--- config.mk ---
export PLATFORM = sky130hd
export DESIGN_NAME = quad_clip_and_batch
export DESIGN_NICKNAME = d
export VERILOG_FILES = /design/src/sv/qcb_pkg.sv /design/src/sv/qcb_front.sv /design/src/sv/qcb_queue.sv /design/src/sv/qcb_back.sv /design/src/sv/quad_clip_and_batch.sv
export SDC_FILE = /design/constraint.sdc
export NUM_CORES = 2
export LEC_CHECK = 0
export BUFFER_PORTS_ARGS = -buffer_cell sky130_fd_sc_hd__buf_2
export CAP_MARGIN = 20
export CORE_ASPECT_RATIO = 0.5
export CORE_MARGIN = 5
export CORE_UTILIZATION = 50
export CTS_BUF_LIST = sky130_fd_sc_hd__clkbuf_8
export CTS_CLUSTER_SIZE = 30
export DETAILED_ROUTE_END_ITERATION = 8
export PLACE_DENSITY = 0.77
export SETUP_SLACK_MARGIN = 0.2
export SYNTH_ARGS = -nofsm -noshare
export SYNTH_HDL_FRONTEND = slang
export SYNTH_SLANG_ARGS = --single-unit
--- constraint.sdc ---
create_clock -name aclk -period 22.1 [get_ports aclk]
set_clock_uncertainty 0.2 [all_clocks]
set_input_delay 6.63 -clock aclk [delete_from_list [all_inputs] [get_ports aclk]]
set_output_delay 6.63 -clock aclk [all_outputs]
set_load 0.01 [all_outputs]
--- src/sv/qcb_pkg.sv ---
package qcb_pkg;

    localparam logic [1:0] ST_EMITTED = 2'd0;
    localparam logic [1:0] ST_FULL    = 2'd1;
    localparam logic [1:0] ST_FADED   = 2'd2;
    localparam logic [1:0] ST_CLIPPED = 2'd3;

    localparam logic [2:0] REG_MODE_FLAGS  = 3'd0;
    localparam logic [2:0] REG_CLIP_LEFT   = 3'd1;
    localparam logic [2:0] REG_CLIP_TOP    = 3'd2;
    localparam logic [2:0] REG_CLIP_RIGHT  = 3'd3;
    localparam logic [2:0] REG_CLIP_BOTTOM = 3'd4;
    localparam logic [2:0] REG_ANIM_DX     = 3'd5;
    localparam logic [2:0] REG_ANIM_DY     = 3'd6;
    localparam logic [2:0] REG_ANIM_ALPHA  = 3'd7;

    localparam logic [16:0] FADE_LIMIT = 17'd195;
    localparam logic [14:0] ONE_PIXEL  = 15'd16;

    localparam int IN_DATA_W  = 168;
    localparam int OUT_DATA_W = 184;

    // one classified quad, handed from front to back
    typedef struct packed {
        logic [1:0]         status;
        logic               need_div;
        logic [15:0]        x;
        logic [15:0]        y;
        logic [15:0]        w;
        logic [15:0]        h;
        logic [15:0]        u0;
        logic [15:0]        v0;
        logic [15:0]        u1;
        logic [15:0]        v1;
        logic [31:0]        rgba;
        logic [15:0]        base;
        logic               new_run;
        logic signed [16:0] su;
        logic signed [16:0] sv;
        logic [16:0]        cut_l;
        logic [16:0]        cut_r;
        logic [16:0]        cut_t;
        logic [16:0]        cut_b;
        logic [14:0]        dw;
        logic [14:0]        dh;
    } qcb_job_t;

    function automatic logic [15:0] sat16(input logic signed [17:0] v);
        if (v > 18'sd32767) begin
            return 16'h7fff;
        end else if (v < -18'sd32768) begin
            return 16'h8000;
        end
        return v[15:0];
    endfunction

endpackage

--- src/sv/qcb_front.sv ---
module qcb_front import qcb_pkg::*; #(
    parameter int VERTEX_CAPACITY = 65536
) (
    input  logic                  aclk,
    input  logic                  aresetn,
    input  logic                  cfg_wr_en,
    input  logic [2:0]            cfg_addr,
    input  logic [15:0]           cfg_wdata,
    input  logic                  s_tvalid,
    output logic                  s_tready,
    input  logic [IN_DATA_W-1:0]  s_tdata,
    input  logic                  s_tuser,
    output logic                  push,
    output qcb_job_t              job,
    input  logic                  q_ready
);

    logic [1:0]  mode_reg;
    logic [15:0] clip_l_reg, clip_t_reg, clip_r_reg, clip_b_reg, dx_reg, dy_reg;
    logic [8:0]  alpha_reg;
    logic [16:0] vc_reg, vc_next;
    logic [6:0]  run_tex_reg, run_tex_next;
    logic        run_mode_reg, run_mode_next, run_open_reg, run_open_next;

    logic signed [15:0] px, py, sw, sh;
    logic [15:0] u0, v0, u1, v1;
    logic [31:0] rgba;
    logic [6:0]  tex;
    logic        smode;
    logic [16:0] vc_eff;
    logic        open_eff, full, fade, away, cut_any;
    logic [16:0] p;
    logic [8:0]  a_rnd;
    logic [7:0]  a_new;
    logic signed [15:0] px1, py1;
    logic signed [16:0] x1, y1, cx0, cy0, cx1, cy1;
    logic signed [17:0] dxw, dyh, lc, rc, tc, bc;

    assign px    = s_tdata[15:0];
    assign py    = s_tdata[31:16];
    assign sw    = s_tdata[47:32];
    assign sh    = s_tdata[63:48];
    assign u0    = s_tdata[79:64];
    assign v0    = s_tdata[95:80];
    assign u1    = s_tdata[111:96];
    assign v1    = s_tdata[127:112];
    assign rgba  = s_tdata[159:128];
    assign tex   = s_tdata[166:160];
    assign smode = s_tdata[167];

    assign s_tready = q_ready;
    assign push     = s_tvalid && q_ready;

    always_comb begin
        vc_eff   = s_tuser ? 17'd0 : vc_reg;
        open_eff = s_tuser ? 1'b0 : run_open_reg;
        full     = ({1'b0, vc_eff} + 18'd4) > 18'(VERTEX_CAPACITY);

        p     = 17'(rgba[7:0] * alpha_reg);
        fade  = mode_reg[1] && (p <= FADE_LIMIT);
        a_rnd = 9'((p + 17'd128) >> 8);
        a_new = a_rnd[8] ? 8'hff : a_rnd[7:0];

        px1 = mode_reg[1] ? sat16(18'(px) + 18'($signed(dx_reg))) : px;
        py1 = mode_reg[1] ? sat16(18'(py) + 18'($signed(dy_reg))) : py;

        x1  = 17'(px1) + 17'(sw);
        y1  = 17'(py1) + 17'(sh);
        cx0 = (17'(px1) > 17'($signed(clip_l_reg))) ? 17'(px1) : 17'($signed(clip_l_reg));
        cy0 = (17'(py1) > 17'($signed(clip_t_reg))) ? 17'(py1) : 17'($signed(clip_t_reg));
        cx1 = (x1 < 17'($signed(clip_r_reg))) ? x1 : 17'($signed(clip_r_reg));
        cy1 = (y1 < 17'($signed(clip_b_reg))) ? y1 : 17'($signed(clip_b_reg));
        away    = mode_reg[0] && (cx0 >= cx1 || cy0 >= cy1);
        cut_any = mode_reg[0] && (cx0 != 17'(px1) || cy0 != 17'(py1) || cx1 != x1 || cy1 != y1);
        dxw = 18'(cx1) - 18'(cx0);
        dyh = 18'(cy1) - 18'(cy0);
        lc  = 18'(cx0) - 18'(px1);
        rc  = 18'(x1) - 18'(cx1);
        tc  = 18'(cy0) - 18'(py1);
        bc  = 18'(y1) - 18'(cy1);

        job = '0;
        if (full) begin
            job.status = ST_FULL;
        end else if (fade) begin
            job.status = ST_FADED;
        end else if (away) begin
            job.status = ST_CLIPPED;
        end else begin
            job.status   = ST_EMITTED;
            job.need_div = cut_any;
            job.x        = cut_any ? cx0[15:0] : px1;
            job.y        = cut_any ? cy0[15:0] : py1;
            job.w        = cut_any ? sat16(dxw) : sw;
            job.h        = cut_any ? sat16(dyh) : sh;
            job.u0       = u0;
            job.v0       = v0;
            job.u1       = u1;
            job.v1       = v1;
            job.rgba     = mode_reg[1] ? {rgba[31:8], a_new} : rgba;
            job.base     = vc_eff[15:0];
            job.new_run  = !open_eff || run_tex_reg != tex || run_mode_reg != smode;
            job.su       = $signed({1'b0, u1}) - $signed({1'b0, u0});
            job.sv       = $signed({1'b0, v1}) - $signed({1'b0, v0});
            job.cut_l    = lc[16:0];
            job.cut_r    = rc[16:0];
            job.cut_t    = tc[16:0];
            job.cut_b    = bc[16:0];
            job.dw       = (sw > 16'sd0) ? sw[14:0] : ONE_PIXEL;
            job.dh       = (sh > 16'sd0) ? sh[14:0] : ONE_PIXEL;
        end

        vc_next       = vc_reg;
        run_open_next = run_open_reg;
        run_tex_next  = run_tex_reg;
        run_mode_next = run_mode_reg;
        if (push) begin
            vc_next       = vc_eff;
            run_open_next = open_eff;
            if (job.status == ST_EMITTED) begin
                vc_next       = vc_eff + 17'd4;
                run_open_next = 1'b1;
                run_tex_next  = tex;
                run_mode_next = smode;
            end
        end
    end

    always_ff @(posedge aclk) begin
        if (!aresetn) begin
            mode_reg     <= '0;
            clip_l_reg   <= '0;
            clip_t_reg   <= '0;
            clip_r_reg   <= 16'h7fff;
            clip_b_reg   <= 16'h7fff;
            dx_reg       <= '0;
            dy_reg       <= '0;
            alpha_reg    <= 9'd256;
            vc_reg       <= '0;
            run_tex_reg  <= '0;
            run_mode_reg <= 1'b0;
            run_open_reg <= 1'b0;
        end else begin
            vc_reg       <= vc_next;
            run_tex_reg  <= run_tex_next;
            run_mode_reg <= run_mode_next;
            run_open_reg <= run_open_next;
            if (cfg_wr_en) begin
                unique case (cfg_addr)
                    REG_MODE_FLAGS:  mode_reg   <= cfg_wdata[1:0];
                    REG_CLIP_LEFT:   clip_l_reg <= cfg_wdata;
                    REG_CLIP_TOP:    clip_t_reg <= cfg_wdata;
                    REG_CLIP_RIGHT:  clip_r_reg <= cfg_wdata;
                    REG_CLIP_BOTTOM: clip_b_reg <= cfg_wdata;
                    REG_ANIM_DX:     dx_reg     <= cfg_wdata;
                    REG_ANIM_DY:     dy_reg     <= cfg_wdata;
                    REG_ANIM_ALPHA:  alpha_reg  <= cfg_wdata[8:0];
                    default: ;
                endcase
            end
        end
    end

endmodule

--- src/sv/qcb_queue.sv ---
module qcb_queue import qcb_pkg::*; (
    input  logic     aclk,
    input  logic     aresetn,
    input  logic     push,
    input  qcb_job_t push_job,
    output logic     q_ready,
    input  logic     pop,
    output logic     q_valid,
    output qcb_job_t pop_job
);

    qcb_job_t    mem_reg [2];
    logic        wr_ptr_reg, rd_ptr_reg;
    logic [1:0]  count_reg;

    assign q_ready = count_reg != 2'd2;
    assign q_valid = count_reg != 2'd0;
    assign pop_job = mem_reg[rd_ptr_reg];

    always_ff @(posedge aclk) begin
        if (push) begin
            mem_reg[wr_ptr_reg] <= push_job;
        end
    end

    always_ff @(posedge aclk) begin
        if (!aresetn) begin
            wr_ptr_reg <= 1'b0;
            rd_ptr_reg <= 1'b0;
            count_reg  <= '0;
        end else begin
            if (push) begin
                wr_ptr_reg <= !wr_ptr_reg;
            end
            if (pop) begin
                rd_ptr_reg <= !rd_ptr_reg;
            end
            count_reg <= count_reg + 2'(push) - 2'(pop);
        end
    end

endmodule

--- src/sv/qcb_back.sv ---
module qcb_back import qcb_pkg::*; (
    input  logic                   aclk,
    input  logic                   aresetn,
    input  logic                   q_valid,
    input  qcb_job_t               pop_job,
    output logic                   pop,
    output logic                   m_tvalid,
    input  logic                   m_tready,
    output logic [OUT_DATA_W-1:0]  m_tdata,
    output logic [1:0]             m_tuser
);

    localparam logic [2:0] S_IDLE  = 3'd0;
    localparam logic [2:0] S_MUL   = 3'd1;
    localparam logic [2:0] S_PREP  = 3'd2;
    localparam logic [2:0] S_DIV   = 3'd3;
    localparam logic [2:0] S_APPLY = 3'd4;

    logic [2:0]  state_reg;
    qcb_job_t    job_reg;
    logic [1:0]  idx_reg;
    logic signed [34:0] prod_reg;
    logic [33:0] quo_reg;
    logic [14:0] rem_reg;
    logic [5:0]  cnt_reg;
    logic        neg_reg;
    logic [15:0] nuv_reg [4];
    logic        out_valid_reg;
    logic [OUT_DATA_W-1:0] out_data_reg;
    logic [1:0]  out_user_reg;

    logic        out_free;
    logic        out_load;
    logic signed [16:0] span;
    logic [16:0] cut;
    logic [14:0] dsr;
    logic [15:0] orig;
    logic [15:0] trial;
    logic        bit_q;
    logic signed [35:0] qs, val;
    logic [15:0] clamped;

    function automatic logic [OUT_DATA_W-1:0] pack(input qcb_job_t j, input logic [15:0] u0,
                                                   input logic [15:0] v0, input logic [15:0] u1,
                                                   input logic [15:0] v1);
        return {7'd0, j.new_run, j.base, j.rgba, v1, u1, v0, u0, j.h, j.w, j.y, j.x};
    endfunction

    assign out_free = !out_valid_reg || m_tready;
    assign pop      = (state_reg == S_IDLE) && q_valid && out_free;
    // output register takes a new item this cycle
    assign out_load = (pop && !pop_job.need_div) ||
                      (state_reg == S_APPLY && idx_reg == 2'd3);
    assign m_tvalid = out_valid_reg;
    assign m_tdata  = out_data_reg;
    assign m_tuser  = out_user_reg;

    always_comb begin
        span  = idx_reg[1] ? job_reg.sv : job_reg.su;
        dsr   = idx_reg[1] ? job_reg.dh : job_reg.dw;
        case (idx_reg)
            2'd0:    begin cut = job_reg.cut_l; orig = job_reg.u0; end
            2'd1:    begin cut = job_reg.cut_r; orig = job_reg.u1; end
            2'd2:    begin cut = job_reg.cut_t; orig = job_reg.v0; end
            default: begin cut = job_reg.cut_b; orig = job_reg.v1; end
        endcase
        trial = {rem_reg, quo_reg[33]};
        bit_q = trial >= {1'b0, dsr};
        qs    = neg_reg ? -$signed({2'b00, quo_reg}) : $signed({2'b00, quo_reg});
        // left and top cuts move the edge forward, right and bottom back
        val   = idx_reg[0] ? $signed({20'd0, orig}) - qs : $signed({20'd0, orig}) + qs;
        if (val < 36'sd0) begin
            clamped = 16'd0;
        end else if (val > 36'sd65535) begin
            clamped = 16'hffff;
        end else begin
            clamped = val[15:0];
        end
    end

    always_ff @(posedge aclk) begin
        if (!aresetn) begin
            state_reg     <= S_IDLE;
            out_valid_reg <= 1'b0;
            idx_reg       <= '0;
            cnt_reg       <= '0;
        end else begin
            if (m_tready && !out_load) begin
                out_valid_reg <= 1'b0;
            end
            unique case (state_reg)
                S_IDLE: begin
                    if (pop) begin
                        if (pop_job.need_div) begin
                            job_reg   <= pop_job;
                            idx_reg   <= '0;
                            state_reg <= S_MUL;
                        end else begin
                            out_valid_reg <= 1'b1;
                            out_data_reg  <= pack(pop_job, pop_job.u0, pop_job.v0,
                                                  pop_job.u1, pop_job.v1);
                            out_user_reg  <= pop_job.status;
                        end
                    end
                end
                S_MUL: begin
                    prod_reg  <= 35'(span) * $signed({18'd0, cut});
                    state_reg <= S_PREP;
                end
                S_PREP: begin
                    neg_reg   <= prod_reg[34];
                    quo_reg   <= prod_reg[34] ? 34'(-prod_reg) : prod_reg[33:0];
                    rem_reg   <= '0;
                    cnt_reg   <= '0;
                    state_reg <= S_DIV;
                end
                S_DIV: begin
                    rem_reg <= bit_q ? 15'(trial - {1'b0, dsr}) : trial[14:0];
                    quo_reg <= {quo_reg[32:0], bit_q};
                    cnt_reg <= cnt_reg + 6'd1;
                    if (cnt_reg == 6'd33) begin
                        state_reg <= S_APPLY;
                    end
                end
                S_APPLY: begin
                    nuv_reg[idx_reg] <= clamped;
                    idx_reg          <= idx_reg + 2'd1;
                    if (idx_reg == 2'd3) begin
                        out_valid_reg <= 1'b1;
                        out_data_reg  <= pack(job_reg, nuv_reg[0], nuv_reg[2],
                                              nuv_reg[1], clamped);
                        out_user_reg  <= job_reg.status;
                        state_reg     <= S_IDLE;
                    end else begin
                        state_reg <= S_MUL;
                    end
                end
                default: state_reg <= S_IDLE;
            endcase
        end
    end

endmodule

--- src/sv/quad_clip_and_batch.sv ---
// quad batcher with scissor clip and uv rescale
//
// s_ channel: one quad per item. s_tuser is frame_start, which clears the vertex
// count and run tracking before the quad. m_ channel: one result per item, status
// in m_tuser, rectangle, uvs, color, base vertex and new-run flag in m_tdata.
// cfg_wr_en/cfg_addr/cfg_wdata write one register per cycle; the user must write
// only while idle, which the block itself does not enforce. The front classifies
// a quad in the cycle it is accepted (store-full, fade, offset, clip test, vertex
// and run bookkeeping) and pushes it into a two-entry queue. The back forms the
// result: a quad that is not cut leaves in the cycle after the back pops it; a cut
// quad passes the single shared multiplier and 34-step radix-2 divider once for
// each of its four uvs, through the multiply, prepare, divide and apply states.
// The output register holds a result while m_tready is low; the queue keeps
// accepting until it holds two items, then s_tready drops.
// Reset is synchronous on aresetn: registers take their defaults, counts clear,
// queue and output empty.
module quad_clip_and_batch import qcb_pkg::*; #(
    parameter int VERTEX_CAPACITY = 65536
) (
    input  logic                  aclk,
    input  logic                  aresetn,
    input  logic                  cfg_wr_en,
    input  logic [2:0]            cfg_addr,
    input  logic [15:0]           cfg_wdata,
    input  logic                  s_tvalid,
    output logic                  s_tready,
    // pos_x, pos_y, size_x, size_y, uv_u0, uv_v0, uv_u1, uv_v1, rgba, texture_id,
    // sample_mode
    input  logic [IN_DATA_W-1:0]  s_tdata,
    // frame_start
    input  logic                  s_tuser,
    output logic                  m_tvalid,
    input  logic                  m_tready,
    // out_x, out_y, out_w, out_h, out_u0, out_v0, out_u1, out_v1, out_rgba,
    // base_vertex, new_run, zero pad
    output logic [OUT_DATA_W-1:0] m_tdata,
    // status
    output logic [1:0]            m_tuser
);

    logic     push, q_ready, q_valid, pop;
    qcb_job_t push_job, pop_job;

    qcb_front #(.VERTEX_CAPACITY(VERTEX_CAPACITY)) u_front (
        .aclk, .aresetn, .cfg_wr_en, .cfg_addr, .cfg_wdata,
        .s_tvalid, .s_tready, .s_tdata, .s_tuser,
        .push, .job(push_job), .q_ready
    );

    qcb_queue u_queue (
        .aclk, .aresetn, .push, .push_job, .q_ready, .pop, .q_valid, .pop_job
    );

    qcb_back u_back (
        .aclk, .aresetn, .q_valid, .pop_job, .pop,
        .m_tvalid, .m_tready, .m_tdata, .m_tuser
    );

    a_reject_zero: assert property (@(posedge aclk) disable iff (!aresetn)
        m_tvalid && m_tuser != ST_EMITTED |-> m_tdata == '0)
        else $error("rejected quad carries payload");

    a_reset_empty: assert property (@(posedge aclk)
        $rose(aresetn) |-> !m_tvalid && s_tready)
        else $error("not empty after reset");

    a_pop_valid: assert property (@(posedge aclk) disable iff (!aresetn)
        pop |-> q_valid && (!m_tvalid || m_tready))
        else $error("back took item it could not hold");

endmodule

## Word-level counts from Yosys, hierarchy flattened

Memories as Yosys holds them, arrays and structs flattened. A register that Yosys moved wholly into a read port is not among the register bits.
Index checks and enable logic that the tools add are counted.

- Shifts and indexed selects: 0
- Equal/unequal tests: 27
- Bitwise operators: 0
- Div/mod/pow operators: 0
- Multiplexer cells: 91
- $add $sub $neg: 24
- Reduce and logical (&&, ||, !) cells: 46
- Multipliers: 2
- $lt $le $gt $ge: 21

Operators with widths:

| kind | count |
|---|---|
| 2-to-1 mux 310 bit | 3 |
| 2-to-1 mux 184 bit | 3 |
| one-hot mux 184 bit (2 select lines) | 1 |
| 2-to-1 mux 16 bit | 20 |
| 2-to-1 mux 17 bit | 7 |
| greater-than comparator 18 x 16 -> 1 bit (second input constant) | 4 |
| less-than comparator 18 x 16 -> 1 bit (second input constant) | 4 |
| 2-to-1 mux 36 bit | 2 |
| adder 16 x 16 -> 17 bit | 4 |
| one-hot mux 34 bit (2 select lines) | 1 |
| 2-to-1 mux 15 bit | 4 |
| one-hot mux 17 bit (3 select lines) | 1 |
| one-hot mux 16 bit (3 select lines) | 1 |
| adder 17 x 36 -> 36 bit | 1 |
| greater-than comparator 36 x 17 -> 1 bit (second input constant) | 1 |
| less-than comparator 36 x 1 -> 1 bit (second input constant) | 1 |
| negator 34 -> 36 bit | 1 |
| subtractor 17 x 17 -> 18 bit | 2 |
| subtractor 17 x 36 -> 36 bit | 1 |
| multiplier 17 x 18 -> 35 bit | 1 |
| >= comparator 17 bit | 2 |
| less-than comparator 17 x 16 -> 1 bit | 2 |
| 2-to-1 mux 34 bit | 1 |
| != test 17 x 16 -> 1 bit | 2 |
| 48 further kinds | 141 |

- Bits in read-only memories: 0
- Memory bits (writable): 688
- Latch bits: 0
- Flip-flop bits (word level): 731
- Memories kept: 2
- Output and inout bits: 188

Memories:

| memory | words | bits a word | rd ports | clocked after Yosys merged registers in | wr ports | RTL line | text |
|---|---|---|---|---|---|---|---|
| u_queue.mem_reg | 2 | 312 | 1 | 1 | 1 | qcb_queue.sv:12 | `qcb_job_t mem_reg [2];` |
| u_back.nuv_reg | 4 | 16 | 3 | 0 | 1 | qcb_back.sv:27 | `logic [15:0] nuv_reg [4];` |

## Longest topological paths before layout

- Depth in word-level cells: 21
- Depth in mapped cells: 58

## Hierarchy

A second synthesis with hierarchy kept.

- Cells, all modules: 7314
- Area, all modules: 84855.1 sq um

Modules (own cells, without submodules):

| module | area each (sq um) | sequential area each (sq um) | times used | cells each |
|---|---|---|---|---|
| qcb_back | 37967.7 | 18948.2 | 1 | 3075 |
| qcb_queue | 24095.6 | 18838.1 | 1 | 992 |
| qcb_front | 22791.9 | 2662.6 | 1 | 3247 |

## Worst setup path after synthesis

No wires, ideal clock.

- Kind: input to register
- Start: input port s_tvalid
- End: memory u_queue.mem_reg[0][0] (netlist bit), enable pin
- Setup slack: 1.008 ns
- Data required time: 20.907 ns
- Library setup time: 0.993 ns
- Arrival time: 19.898 ns
- Stages: 3
- Cell sequence: nand2_1 > clkbuf_1 > nor2_1

- Word-level cells in the longest chain between the ends: 3

RTL lines:

| item | RTL line | text |
|---|---|---|
| from (decl) | quad_clip_and_batch.sv:25 | `input logic s_tvalid,` |
| logical AND 1 bit | qcb_front.sv:52 | `assign push = s_tvalid && q_ready;` |
| 2-to-1 mux 1 bit | qcb_queue.sv:21 | `if (push) begin` |
| 2-to-1 mux 1 bit (not written as such) | qcb_queue.sv:22 | `mem_reg[wr_ptr_reg] <= push_job;` |
| to (decl) | qcb_queue.sv:12 |  |

Every way passes these cells.

==> summary.txt <==
Outcome
  – Outcome: finished, violations left
  – Failing checks: max-slew violations

Yosys
  – #FFs+latches synth: about 1400
  – Post-synthesis cell count: between 7000 and 8000
  – Post-synth EDFFs: approximately 1200
  – Mapped Area: between 80000 and 90000 um2
  – Ys flop type: edfxtp_1
  – Cell accounting for the most synthesized area: edfxtp_1
  – Avg Inst Size Synth: approximately 11 um2
  – Seq/Total Area, Yosys: 0.490
  – Post-synthesis cell type count: 99
  – Async SR Flop Fraction: 0
  – Area share of the largest cell type after synthesis: 0.454
  – Synth warn: 0
  – Ranking of synthesized cells by area: edfxtp_1 45%, mux2_2 7.2%, ha_1 7.1%

Floorplan
  – Die span in x: between 500 and 600 um
  – I/O pin cnt: 381
  – Die Span Y: around 300 um
  – Placeable Area: 164000 um2
  – Initial Utilization: 0.503
  – Total die area: ~170000 um2
  – FP Rows: 105

Worst setup path
  – WP depth: 49
  – Crit end category: flop
  – CP delay by family, top: compound AO/OA/AOI/OAI gates
  – Crit path arrival time: ~20 ns
  – CP required: about 23 ns
  – Worst setup path class: in2reg
  – CP Buf/Inv Count: 3
  – CP max FO: 65
  – Slowest-stage cell, CP: or3_4
  – Most frequent cell on the critical path: a21oi_1
  – Worst R2R Path Depth: 48
  – Setup crit start kind: primary input
  – CP peak stage delay: roughly 0.84 ns

Global routing
  – Number of global-route vias before repair: approximately 57000
  – Pin count of the biggest net entering global routing: 160
  – Antenna violations before repair: 28
  – Gr usage total: 0.258
  – Gr ovfl total: 0
  – First-pass GRT wire length: approximately 350000 um

Timing
  – Fin crit share: 0.858
  – Final Critical Period: roughly 19 ns
  – Max Freq: between 50 and 60 MHz
  – Hold Vio Cnt, Final: 0
  – Fin Setup TNS: 0 ns
  – Final setup vio count: 0
  – RSZ-0062 raised after global routing: false
  – Slew @ Worst Pin: approximately 1.5 ns
  – Slew Limit Fails: 1
  – Fin worst setup slack: roughly 3.1 ns
  – Max-slew headroom: -0.0245

Clocking
  – Clock buffer depth: 3
  – Htree depth: 4
  – CTS Sinks: between 1000 and 1500
  – Clk slew on worst S/H paths: 0.08 ns
  – Root Buffer: clkbuf_8
  – CTS Buf Count: 199
  – TritonCTS clock tree: yes
  – Setup Buffers After CTS: 0
  – Post-CTS sizing: 0
  – Hold buffers post-CTS: 0
  – Clock latency on the worst-skew pair: just under 1 ns

Route
  – Drt pass-1 iters: 8
  – Routed Wire Length: around 230000 um
  – DR vias: 58900
  – DRT iter0 DRCs: between 6000 and 7000
  – Antenna-violating nets left: 0
  – WL/cell: between 20 and 25 um
  – Routed vias/inst: 5.88
  – DR DRC count: 0

Final layout
  – Area grow syn2layout: 10.5%
  – Max reg flops: around 620
  – Fillers: ~13000
  – Layout cell share with drive strength beyond 1: 0.172
  – Fin nets: between 8000 and 9000

Pwr
  – Cell Int Power: ~7.5 mW
  – Switching Fraction: 0.404
  – Sw Pwr: slightly above 5 mW
  – Leak: between 30 and 40 nW
  – IR Drop Worst-Case VDD: roughly 0.36 mV
  – Clock power share: 0.176
  – Pwr/cell area: ~140 nW/um2
  – Comb pwr share: 0.513
  – Flop pwr share: 0.311
  – Total Power: about 13 mW

Placement
  – Post-DP HPWL: approximately 170000 um
  – I/O Buffers: about 370
  – RD Place Congestion: just under 1
  – Setup WS pre-CTS: around 2.4 ns

Flow run
  – Max Cap Viol: 0

Hold path
  – Hold depth: 2
  – Worst Hold Class: reg2reg
-- logic make-up (layout without fill, tap and decap cells) --
kind of cell / Yosys count / count (layout) / synth area share
DFF: 1397 / 1397 / 0.490
adders and majority gates: 757 / 757 / 0.140
buffers and inverters: 993 / 1525 / 0.0463
and+or+nand+nor: 1914 / 1914 / 0.110
xor gates and xnor gates: 278 / 278 / 0.0296
other: 1 / 25 / 0.0000454
muxes: 622 / 622 / 0.0835
AOI/OAI and AO/OA: 1295 / 1295 / 0.101
-- worst min-delay path, stage by stage, from the launching register on --
cell and delay, ns:
dfxtp_1 0.31, nand2_1 0.05, a21oi_1 0.05
-- worst paths after layout --
path / from / end / slack, ns
max: s_tdata[1] / u_queue.mem_reg[1][294] / 3.15
min: u_front.clip_l_reg[13] / u_front.clip_l_reg[13] / 0.26
max reg2reg: u_front.dx_reg[1] / u_queue.mem_reg[1][294] / 8.62
min reg2reg: u_front.clip_l_reg[13] / u_front.clip_l_reg[13] / 0.26
-- cell usage after synthesis (31+ instances only) --
library cell and number:
and2_1 146, and3_1 85, a21o_1 107, a211oi_1 38
nand2b_1 56, nor2b_1 49, xnor2_1 166, a21boi_0 38
nand3_1 81, dfxtp_1 150, o21a_1 44, nand4_1 62
xor2_1 111, mux2_2 528, nor4_1 32, nor2_1 530
o211ai_1 51, inv_1 683, a21oi_1 406, mux2i_1 93
clkbuf_1 259, edfxtp_1 1247, a31oi_1 63, ha_1 468
fa_1 280, o21ai_0 255, nor3_1 105, or3_1 31
nand2_1 639
-- metal layers --
metal / track usage / wire length [um] / vias up
met1: 0.349 / 93500 / 28800
met5: 0 / 106 / -
met4: 0.0962 / 8790 / 16
met3: 0.0577 / 21700 / 493
li1: - / - / 26800
met2: 0.409 / 106000 / 2746
-- power by group through the flow --
stage	Sequential, mW	Combinational (mW)	Clock (mW)
finish	3.90	6.42	2.20
global route	3.93	7.07	2.35
CTS	3.90	6.33	2.22
detailed placement	3.95	6.27	0
global placement	3.93	6.16	0
floorplan	4.04	4.43	0
-- cells in the final DEF, fill, tap and decap left out, drive strengths merged, types with 25 or more instances in the layout --
cell type / synthesis / final
edfxtp: 1247 / 1247
inv: 683 / 747
nand2: 639 / 639
nor2: 530 / 530
mux2: 529 / 529
buf: 45 / 469
ha: 468 / 468
a21oi: 408 / 408
fa: 280 / 280
o21ai: 267 / 267
clkbuf: 261 / 210
xnor2: 167 / 167
dfxtp: 150 / 150
and2: 147 / 147
xor2: 111 / 111
nor3: 108 / 108
a21o: 107 / 107
mux2i: 93 / 93
and3: 85 / 85
nand3: 81 / 81
clkinv: 4 / 77
nand4: 63 / 63
a31oi: 63 / 63
nand2b: 56 / 56
o211ai: 51 / 51
nor2b: 49 / 49
o21a: 44 / 44
nor4: 41 / 41
a21boi: 38 / 38
a211oi: 38 / 38
or3: 32 / 32
o31ai: 28 / 28
o21bai: 25 / 25
-- stage by stage --
stage	utilization	std cells	hold slack [ns]	instance area [um2]
6_report	0.556	10000	0.255	91100
3_3_place_gp	0.529	9610	0.244	86800
5_1_grt	0.556	9997	0.277	91100
2_1_floorplan	-	7263	0.236	82500
4_1_cts	0.555	9981	0.258	91000
3_5_place_dp	0.529	9612	0.249	86800
-- cell type report --
cell class	count	area, um2	share of cell area
sequential	1397	40500	0.444
multi-input combinational	4873	38400	0.421
clock buffer	210	2890	0.0317
tap	2193	2740	0.0301
timing repair buffer	469	2690	0.0296
inverter	687	2580	0.0283
clock inverter	159	1350	0.0149
antenna	18	45.0	0.000494
Power figures use the tool's default switching activity.
